### src/design/ecct_pkg.sv
// ecct_pkg: constants, types and small helper functions for the epoch to civil time block
// used by ecct_sub, ecct_core and epoch_seconds_to_civil_time_top; no dependencies
`default_nettype none

package ecct_pkg;

  localparam int EpochW = 38;
  localparam int DaysW  = 22;
  localparam int SecsW  = 17;
  localparam int YearW  = 14;
  localparam int ModW   = 9;

  localparam logic [EpochW-1:0] MaxEpoch = 38'd253402300799;

  // seconds per day is 675 << 7; floor(2**41 / 675) divides the upper 31 bits by 675
  localparam logic [31:0]      DayRecip    = 32'd3257812230;
  localparam logic [DaysW-1:0] DayOdd      = 22'd675;
  localparam logic [DaysW-1:0] SecsPerHour = 22'd3600;
  localparam logic [DaysW-1:0] SecsPerMin  = 22'd60;
  localparam logic [DaysW-1:0] Days400     = 22'd146097;
  localparam logic [DaysW-1:0] Days100     = 22'd36524;
  localparam logic [DaysW-1:0] Days4       = 22'd1461;
  localparam logic [DaysW-1:0] Days1       = 22'd365;

  localparam logic [YearW-1:0] EpochYear = 14'd1970;
  localparam logic [YearW-1:0] BaseYear  = 14'd1900;
  localparam logic [YearW-1:0] Span400   = 14'd400;
  localparam logic [YearW-1:0] Span100   = 14'd100;
  localparam logic [YearW-1:0] Span4     = 14'd4;
  localparam logic [YearW-1:0] Span1     = 14'd1;

  localparam logic [ModW-1:0] EpochYearMod = 9'd370;
  localparam logic [ModW:0]   Mod400       = 10'd400;
  localparam logic [2:0]      EpochWeekday = 3'd4;
  localparam logic [3:0]      LastMonth    = 4'd11;
  localparam logic [3:0]      February     = 4'd1;
  localparam logic [5:0]      WeekLen      = 6'd7;

  typedef enum logic [3:0] {
    ST_IDLE,
    ST_MUL,
    ST_REM,
    ST_FIX,
    ST_HOUR,
    ST_MIN,
    ST_Y400,
    ST_Y100,
    ST_Y4,
    ST_Y1,
    ST_MON,
    ST_DONE
  } ecct_state_t;

  typedef struct packed {
    logic idle;
    logic done;
  } ecct_stat_t;

  typedef struct packed {
    logic [5:0]  second;
    logic [5:0]  minute;
    logic [4:0]  hour;
    logic [4:0]  day_of_month;
    logic [3:0]  month;
    logic [12:0] years_since_1900;
    logic [2:0]  weekday;
    logic [8:0]  day_of_year;
  } ecct_result_t;

  // century year that is not a multiple of 400, given year mod 400
  function automatic logic century_common(input logic [ModW-1:0] r);
    return (r == 9'd100) || (r == 9'd200) || (r == 9'd300);
  endfunction

  function automatic logic leap_mod(input logic [ModW-1:0] r);
    return (r[1:0] == 2'd0) && !century_common(r);
  endfunction

  function automatic logic [ModW-1:0] mod_add(input logic [ModW-1:0] r,
                                              input logic [ModW-1:0] k);
    logic [ModW:0] s;
    s = {1'b0, r} + {1'b0, k};
    if (s >= Mod400) begin
      s = s - Mod400;
    end
    return s[ModW-1:0];
  endfunction

  function automatic logic [2:0] wd_add(input logic [2:0] wd, input logic [4:0] k);
    logic [5:0] s;
    s = {3'b0, wd} + {1'b0, k};
    for (int i = 0; i < 5; i++) begin
      if (s >= WeekLen) begin
        s = s - WeekLen;
      end
    end
    return s[2:0];
  endfunction

  function automatic logic [4:0] month_len(input logic [3:0] m, input logic leap);
    logic [4:0] len;
    unique case (m) inside
      February:                  len = leap ? 5'd29 : 5'd28;
      4'd3, 4'd5, 4'd8, 4'd10:   len = 5'd30;
      default:                   len = 5'd31;
    endcase
    return len;
  endfunction

endpackage

`default_nettype wire

### src/design/ecct_sub.sv
// ecct_sub: shared compare and subtract unit
// used by ecct_core for the day division, time split, year walk and month walk
`default_nettype none

module ecct_sub (
  input  wire logic [ecct_pkg::DaysW-1:0] a,
  input  wire logic [ecct_pkg::DaysW-1:0] b,
  output logic                            ge,
  output logic [ecct_pkg::DaysW-1:0]      diff
);

  logic [ecct_pkg::DaysW:0] full;

  assign full = {1'b0, a} - {1'b0, b};
  assign ge   = !full[ecct_pkg::DaysW];
  assign diff = full[ecct_pkg::DaysW-1:0];

endmodule

`default_nettype wire

### src/design/ecct_core.sv
// ecct_core: sequencer and working registers for one conversion
// depends on ecct_pkg and ecct_sub
`default_nettype none

module ecct_core (
  input  wire logic                             clk,
  input  wire logic                             rst,
  input  wire logic                             start,
  input  wire logic [ecct_pkg::EpochW-1:0]      epoch,
  input  wire logic                             take,
  output ecct_pkg::ecct_stat_t                  stat,
  output ecct_pkg::ecct_result_t                res
);

  ecct_pkg::ecct_state_t state, state_next;

  logic [ecct_pkg::EpochW-1:0]   quo, quo_next;
  logic [ecct_pkg::SecsW-1:0]    secs, secs_next;
  logic [ecct_pkg::DaysW-1:0]    days, days_next;
  logic [ecct_pkg::YearW-1:0]    year, year_next;
  logic [ecct_pkg::ModW-1:0]     ymod, ymod_next;
  logic [2:0]                    wd, wd_next;
  logic [4:0]                    hour_cnt, hour_cnt_next;
  logic [5:0]                    min_cnt, min_cnt_next;
  logic [3:0]                    mon, mon_next;
  logic [8:0]                    yday, yday_next;

  logic [ecct_pkg::DaysW-1:0]    sub_a, sub_b, diff;
  logic                          ge;
  logic                          cent_leap, four_common, leap;
  logic [ecct_pkg::ModW-1:0]     m4;
  logic [4:0]                    mlen;
  logic [ecct_pkg::YearW-1:0]    ysince;
  logic [62:0]                   prod;
  logic [ecct_pkg::DaysW-1:0]    dmul;

  ecct_sub u_sub (
    .a    (sub_a),
    .b    (sub_b),
    .ge   (ge),
    .diff (diff)
  );

  // day count estimate, at most one low
  assign prod = {32'b0, quo[ecct_pkg::EpochW-1:7]} * {31'b0, ecct_pkg::DayRecip};
  assign dmul = days * ecct_pkg::DayOdd;

  // century starting here holds a multiple of 400
  assign cent_leap   = (ymod == '0) || (ymod > 9'd300);
  assign m4          = (ymod + 9'd3) & ~9'd3;
  assign four_common = ecct_pkg::century_common(m4);
  assign leap        = ecct_pkg::leap_mod(ymod);
  assign mlen        = ecct_pkg::month_len(mon, leap);

  always_ff @(posedge clk) begin
    if (rst) begin
      state <= ecct_pkg::ST_IDLE;
    end else begin
      state <= state_next;
    end
  end

  always_ff @(posedge clk) begin
    quo      <= quo_next;
    secs     <= secs_next;
    days     <= days_next;
    year     <= year_next;
    ymod     <= ymod_next;
    wd       <= wd_next;
    hour_cnt <= hour_cnt_next;
    min_cnt  <= min_cnt_next;
    mon      <= mon_next;
    yday     <= yday_next;
  end

  always_comb begin
    state_next    = state;
    quo_next      = quo;
    secs_next     = secs;
    days_next     = days;
    year_next     = year;
    ymod_next     = ymod;
    wd_next       = wd;
    hour_cnt_next = hour_cnt;
    min_cnt_next  = min_cnt;
    mon_next      = mon;
    yday_next     = yday;
    sub_a         = days;
    sub_b         = '0;
    unique case (state)
      ecct_pkg::ST_IDLE: begin
        if (start) begin
          quo_next      = (epoch > ecct_pkg::MaxEpoch) ? ecct_pkg::MaxEpoch : epoch;
          secs_next     = '0;
          year_next     = ecct_pkg::EpochYear;
          ymod_next     = ecct_pkg::EpochYearMod;
          wd_next       = ecct_pkg::EpochWeekday;
          hour_cnt_next = '0;
          min_cnt_next  = '0;
          mon_next      = '0;
          state_next    = ecct_pkg::ST_MUL;
        end
      end
      ecct_pkg::ST_MUL: begin
        days_next  = prod[62:41];
        state_next = ecct_pkg::ST_REM;
      end
      ecct_pkg::ST_REM: begin
        // remainder is below 1350, so the low bits suffice
        sub_a      = quo[28:7];
        sub_b      = dmul;
        secs_next  = diff[ecct_pkg::SecsW-1:0];
        state_next = ecct_pkg::ST_FIX;
      end
      ecct_pkg::ST_FIX: begin
        sub_a = {5'b0, secs};
        sub_b = ecct_pkg::DayOdd;
        if (ge) begin
          days_next = days + 22'd1;
          secs_next = {diff[9:0], quo[6:0]};
        end else begin
          secs_next = {secs[9:0], quo[6:0]};
        end
        state_next = ecct_pkg::ST_HOUR;
      end
      ecct_pkg::ST_HOUR: begin
        sub_a = {5'b0, secs};
        sub_b = ecct_pkg::SecsPerHour;
        if (ge) begin
          secs_next     = diff[ecct_pkg::SecsW-1:0];
          hour_cnt_next = hour_cnt + 5'd1;
        end else begin
          state_next = ecct_pkg::ST_MIN;
        end
      end
      ecct_pkg::ST_MIN: begin
        sub_a = {5'b0, secs};
        sub_b = ecct_pkg::SecsPerMin;
        if (ge) begin
          secs_next    = diff[ecct_pkg::SecsW-1:0];
          min_cnt_next = min_cnt + 6'd1;
        end else begin
          state_next = ecct_pkg::ST_Y400;
        end
      end
      ecct_pkg::ST_Y400: begin
        sub_b = ecct_pkg::Days400;
        if (ge) begin
          days_next = diff;
          year_next = year + ecct_pkg::Span400;
        end else begin
          state_next = ecct_pkg::ST_Y100;
        end
      end
      ecct_pkg::ST_Y100: begin
        sub_b = ecct_pkg::Days100 + {21'b0, cent_leap};
        if (ge) begin
          days_next = diff;
          year_next = year + ecct_pkg::Span100;
          ymod_next = ecct_pkg::mod_add(ymod, ecct_pkg::Span100[ecct_pkg::ModW-1:0]);
          wd_next   = ecct_pkg::wd_add(wd, 5'd5 + {4'b0, cent_leap});
        end else begin
          state_next = ecct_pkg::ST_Y4;
        end
      end
      ecct_pkg::ST_Y4: begin
        sub_b = ecct_pkg::Days4 - {21'b0, four_common};
        if (ge) begin
          days_next = diff;
          year_next = year + ecct_pkg::Span4;
          ymod_next = ecct_pkg::mod_add(ymod, ecct_pkg::Span4[ecct_pkg::ModW-1:0]);
          wd_next   = ecct_pkg::wd_add(wd, 5'd5 - {4'b0, four_common});
        end else begin
          state_next = ecct_pkg::ST_Y1;
        end
      end
      ecct_pkg::ST_Y1: begin
        sub_b = ecct_pkg::Days1 + {21'b0, leap};
        if (ge) begin
          days_next = diff;
          year_next = year + ecct_pkg::Span1;
          ymod_next = ecct_pkg::mod_add(ymod, ecct_pkg::Span1[ecct_pkg::ModW-1:0]);
          wd_next   = ecct_pkg::wd_add(wd, 5'd1 + {4'b0, leap});
        end else begin
          yday_next  = days[8:0];
          state_next = ecct_pkg::ST_MON;
        end
      end
      ecct_pkg::ST_MON: begin
        sub_b = {17'b0, mlen};
        if (ge && (mon != ecct_pkg::LastMonth)) begin
          days_next = diff;
          mon_next  = mon + 4'd1;
          wd_next   = ecct_pkg::wd_add(wd, mlen);
        end else begin
          state_next = ecct_pkg::ST_DONE;
        end
      end
      ecct_pkg::ST_DONE: begin
        if (take) begin
          state_next = ecct_pkg::ST_IDLE;
        end
      end
      default: begin
        state_next = ecct_pkg::ST_IDLE;
      end
    endcase
  end

  assign ysince = year - ecct_pkg::BaseYear;

  assign stat.idle = (state == ecct_pkg::ST_IDLE);
  assign stat.done = (state == ecct_pkg::ST_DONE);

  assign res.second           = secs[5:0];
  assign res.minute           = min_cnt;
  assign res.hour             = hour_cnt;
  assign res.day_of_month     = days[4:0] + 5'd1;
  assign res.month            = mon;
  assign res.years_since_1900 = ysince[12:0];
  assign res.weekday          = ecct_pkg::wd_add(wd, days[4:0]);
  assign res.day_of_year      = yday;

endmodule

`default_nettype wire

### src/design/epoch_seconds_to_civil_time_top.sv
// channel  direction  handshake           word
// in       input      in_valid/in_stall   epoch_seconds
// out      output     out_valid/out_stall second .. day_of_year (eight fields)
//
// one word takes a reciprocal multiply, a remainder step and a correction step for the days,
// then one step per hour, minute, 400/100/4/1-year span and month walked on one subtractor
// after its result is loaded, the sequencer returns to idle before it can accept the next word
// in_stall is high from the accepted word until its result moves to the output register
// the output register holds a finished word while the next one is being converted
// rst is synchronous and clears the sequencer and out_valid
`default_nettype none

module epoch_seconds_to_civil_time_top (
  input  wire logic        clk,
  input  wire logic        rst,
  input  wire logic        in_valid,
  output logic             in_stall,
  input  wire logic [37:0] epoch_seconds,
  output logic             out_valid,
  input  wire logic        out_stall,
  output logic [5:0]       second,
  output logic [5:0]       minute,
  output logic [4:0]       hour,
  output logic [4:0]       day_of_month,
  output logic [3:0]       month,
  output logic [12:0]      years_since_1900,
  output logic [2:0]       weekday,
  output logic [8:0]       day_of_year
);

  ecct_pkg::ecct_stat_t   stat;
  ecct_pkg::ecct_result_t res;
  logic                   start, load, out_valid_next;

  assign in_stall = !stat.idle;
  assign start    = in_valid && !in_stall;
  assign load     = stat.done && (!out_valid || !out_stall);

  ecct_core u_core (
    .clk   (clk),
    .rst   (rst),
    .start (start),
    .epoch (epoch_seconds),
    .take  (load),
    .stat  (stat),
    .res   (res)
  );

  always_comb begin
    out_valid_next = out_valid;
    if (load) begin
      out_valid_next = 1'b1;
    end else if (!out_stall) begin
      out_valid_next = 1'b0;
    end
  end

  always_ff @(posedge clk) begin
    if (rst) begin
      out_valid <= 1'b0;
    end else begin
      out_valid <= out_valid_next;
    end
  end

  always_ff @(posedge clk) begin
    if (load) begin
      second           <= res.second;
      minute           <= res.minute;
      hour             <= res.hour;
      day_of_month     <= res.day_of_month;
      month            <= res.month;
      years_since_1900 <= res.years_since_1900;
      weekday          <= res.weekday;
      day_of_year      <= res.day_of_year;
    end
  end

endmodule

`default_nettype wire

### config.mk
export PLATFORM = sky130hd
export DESIGN_NAME = epoch_seconds_to_civil_time_top
export DESIGN_NICKNAME = d
export VERILOG_FILES = /design/src/design/ecct_pkg.sv /design/src/design/ecct_sub.sv /design/src/design/ecct_core.sv /design/src/design/epoch_seconds_to_civil_time_top.sv
export SDC_FILE = /design/constraint.sdc
export NUM_CORES = 2
export LEC_CHECK = 0
export BUFFER_PORTS_ARGS = -buffer_cell sky130_fd_sc_hd__buf_4
export CAP_MARGIN = 5
export CORE_UTILIZATION = 65
export CTS_CLUSTER_DIAMETER = 50
export DETAILED_ROUTE_END_ITERATION = 10
export PLACE_DENSITY = 0.83
export REMOVE_ABC_BUFFERS = 1
export SLEW_MARGIN = 20
export SYNTH_ARGS = -nofsm -noshare
export SYNTH_HDL_FRONTEND = slang
export SYNTH_SLANG_ARGS = --single-unit
### constraint.sdc
create_clock -name clk -period 17.3 [get_ports clk]
set_input_delay 3.46 -clock clk [delete_from_list [all_inputs] [get_ports clk]]
set_output_delay 3.46 -clock clk [all_outputs]
set_load 0.01 [all_outputs]
==> metrics <==
hold-fix buffer count after cts=0; DRT iter0 DRCs=2299; max-capacitance violation count=0; num rows=78; overall routed net length=83000 um; clk_skew=0.0165 ns; fin crit share=48.2%; post-synthesis compound-gate area fraction=13.0%; Area Growth Syn to Fin=6.58%; status=finished, final reports clean; deepest clock path buffer count=2; Cells after Synth=3146; Unique masters post-synth=95; io pins=95; grt ovf=0; CP most frequent cell=ha_1; worst-margin pin slew=1.10 ns; Synth Cell Area=29900 um2; first-pass GRT wire length=131000 um; detailed placer's ending HPWL=67700 um; Port Buffer Count=94; via count=23900; flops & latches, synth=182; Starting Density=65.9%; Worst EP required=17.53 ns; root buf cell=clkbuf_16; CP Capture Type=flip-flop; endpoints failing hold=0; post-layout minimum cycle time=8.34 ns; Synth area leaders=ha_1 (23%), fa_1 (19%), edfxtp_1 (18%), inv_1 (7.3%), xnor2_1 (3.6%); nets=4092; Post-Synth XOR/XNOR Area=5.36%; Wirelength per Cell=21.7 um; share of the synthesized area in the top cell type=22.9%; Post-CTS Setup Inserts=0; layout cells sized above 1=6.42%; post-synthesis mux area share=2.12%; min-delay worst type=flip-flop to flip-flop; post-synthesis sequential area ratio=18.1%; ant diodes=0; Clk Latency, worst-skew pair=0.48 ns; RSZ-0062 raised after global routing=no; Max Slew Vio Count=0; Post-synth EDFFs=177; post-CTS sizing=0; core box area=45400 um2; gpl congestion=0.972; Max stage delay cell, worst path=edfxtp_1; post-synthesis simple-gate area fraction=10.9%; FFs w/ async S/R, synth=0%; Synth Area in Adders=42.3%; CTS buffer count=17; CP arrival=8.57 ns; CP Class=flip-flop to flip-flop; vias per cell=6.24; max frequency=0.120 GHz; Setup-failing EPs final=0; CTS tree=done; clk slew on worst S/H paths=0.08 ns; DRC viols=0; Pre-antenna DRT Iters=6; Yosys top cell by area=ha_1; antenna violations before repair=0; die extent in x=217 um; DRT antenna net count=0; crit-path max FO=13; Rel. slew slack=26.2%; largest family of logic cells by synthesized area=adder cells; CP Launch Type=flip-flop; Vert. Die Dim=217 um; htree depth=4; CP max stage delay=0.59 ns; GRT Util Overall=36.1%; vias in the first global route=24500; setup tns final=0 ns; # clock sinks=182; Most used DFF post-synth=edfxtp_1; Yosys warnings=0; DIE AREA=46900 um2; Fillers=3450; syn_area_per_cell=9.51 um2; largest net degree at the start of global routing=52
-- final cells by class --
class                           instances  area, um2  area share [%]
Multi-Input combinational cell       2308      22100            69.2
Sequential cell                       182       5420            17.0
Inverter                              587       2200            6.91
Timing Repair Buffer                  116        871            2.73
Tap cell                              600        751            2.35
Clock buffer                           17        425            1.33
Clock inverter                         15        169           0.530
-- critical path: cells and delay by family (launching register included) --
kind | cells | cell delay, ns
fa+ha+maj | 8 | 2.38
compound gates | 10 | 2.14
mux | 4 | 1.42
simple gates | 6 | 1.14
flops | 1 | 0.59
buf+inv | 3 | 0.42
-- state kept, by name (all words and copies together), names as in the netlist --
register and flops:
u_core.yday 9, u_core.days 22, u_core.wd 3, minute 6, u_core.secs 17, years_since_1900 13, second 6, weekday 3
day_of_year 9, hour 5, day_of_month 5, month 4, u_core.ymod 9, u_core.min_cnt 6, u_core.year 13, u_core.state 4
u_core.hour_cnt 5, u_core.mon 4, u_core.quo 38, out_valid 1
-- path summary, 6_finish.rpt --
kind | start | slack, ns | to | depth (start not counted)
min reg2reg | u_core.yday[2]$_DFFE_PP_ | 0.43 | day_of_year[2]$_DFFE_PP_ | 0
min | u_core.yday[2]$_DFFE_PP_ | 0.43 | day_of_year[2]$_DFFE_PP_ | 0
max | u_core.ymod[2]$_DFFE_PP_ | 8.96 | u_core.wd[1]$_DFFE_PP_ | 31
max reg2reg | u_core.ymod[2]$_DFFE_PP_ | 8.96 | u_core.wd[1]$_DFFE_PP_ | 31
-- cells in the mapped netlist (10+ instances only) --
cell type / count
a22oi_1: 20
xor2_1: 57
and2_1: 25
clkbuf_1: 55
o31ai_1: 11
o221ai_1: 12
a22o_1: 12
mux2i_1: 27
nand3b_1: 10
nand2b_1: 53
inv_1: 585
edfxtp_1: 177
a31oi_1: 34
o21bai_1: 10
nand4_1: 21
nor3_1: 55
a221o_1: 21
nor2b_1: 29
xnor2_1: 123
o22ai_1: 26
a211oi_1: 19
a21o_1: 49
mux2_2: 22
o21ai_0: 108
nand3_1: 60
and3_1: 19
o211ai_1: 18
ha_1: 548
nand2_1: 172
a21oi_1: 137
o21a_1: 13
nor2_1: 160
fa_1: 290
-- stage by stage --
step | area (um2) | std cells | util, % | hold slack [ns] | setup slack [ns]
2_1_floorplan | 29600 | 3077 | - | 0.400 | 9.96
3_3_place_gp | 31300 | 3793 | 69.0 | 0.411 | 9.21
3_5_place_dp | 31300 | 3793 | 69.0 | 0.406 | 9.09
4_1_cts | 31900 | 3825 | 70.3 | 0.426 | 9.04
5_1_grt | 31900 | 3825 | 70.3 | 0.440 | 8.32
6_report | 31900 | 3825 | 70.3 | 0.428 | 8.96
-- cell usage in the layout (no fill, tap or decap), types with 13 or more instances in the layout --
| cell | Yosys | final |
|---|---|---|
| and2_1 | 25 | 25 |
| clkbuf_16 | 0 | 17 |
| a31oi_1 | 34 | 34 |
| o22ai_1 | 26 | 26 |
| nor2_1 | 160 | 158 |
| nor3_1 | 55 | 53 |
| inv_1 | 585 | 585 |
| and3_1 | 19 | 19 |
| mux2i_1 | 27 | 27 |
| mux2_2 | 22 | 22 |
| a22oi_1 | 20 | 20 |
| nand4_1 | 21 | 21 |
| nand2b_1 | 53 | 53 |
| nand2_1 | 172 | 172 |
| o211ai_1 | 18 | 18 |
| buf_4 | 1 | 116 |
| ha_1 | 548 | 548 |
| nand3_1 | 60 | 60 |
| a21oi_1 | 137 | 136 |
| xor2_1 | 57 | 57 |
| a21o_1 | 49 | 49 |
| a221o_1 | 21 | 21 |
| a211oi_1 | 19 | 19 |
| xnor2_1 | 123 | 123 |
| o21a_1 | 13 | 13 |
| edfxtp_1 | 177 | 177 |
| nor2b_1 | 29 | 29 |
| fa_1 | 290 | 290 |
| o21ai_0 | 108 | 108 |
-- metal layers --
metal,up-vias,GRT usage (%),routed length (um)
met5,-,0,0
met4,0,22.2,5640
met3,284,6.51,6390
met2,1097,59.1,39200
met1,11500,44.3,31800
li1,11000,-,-
-- kinds of logic after synthesis --
kind of cell	count (synthesis)
flops	182
fa+ha+maj	838
compound gates	576
mux	56
xor+xnor	181
simple gates	657
buf+inv	656
Power is not shown: default switching activity piles up to over one toggle a cycle in this logic, so the estimate is an artifact.
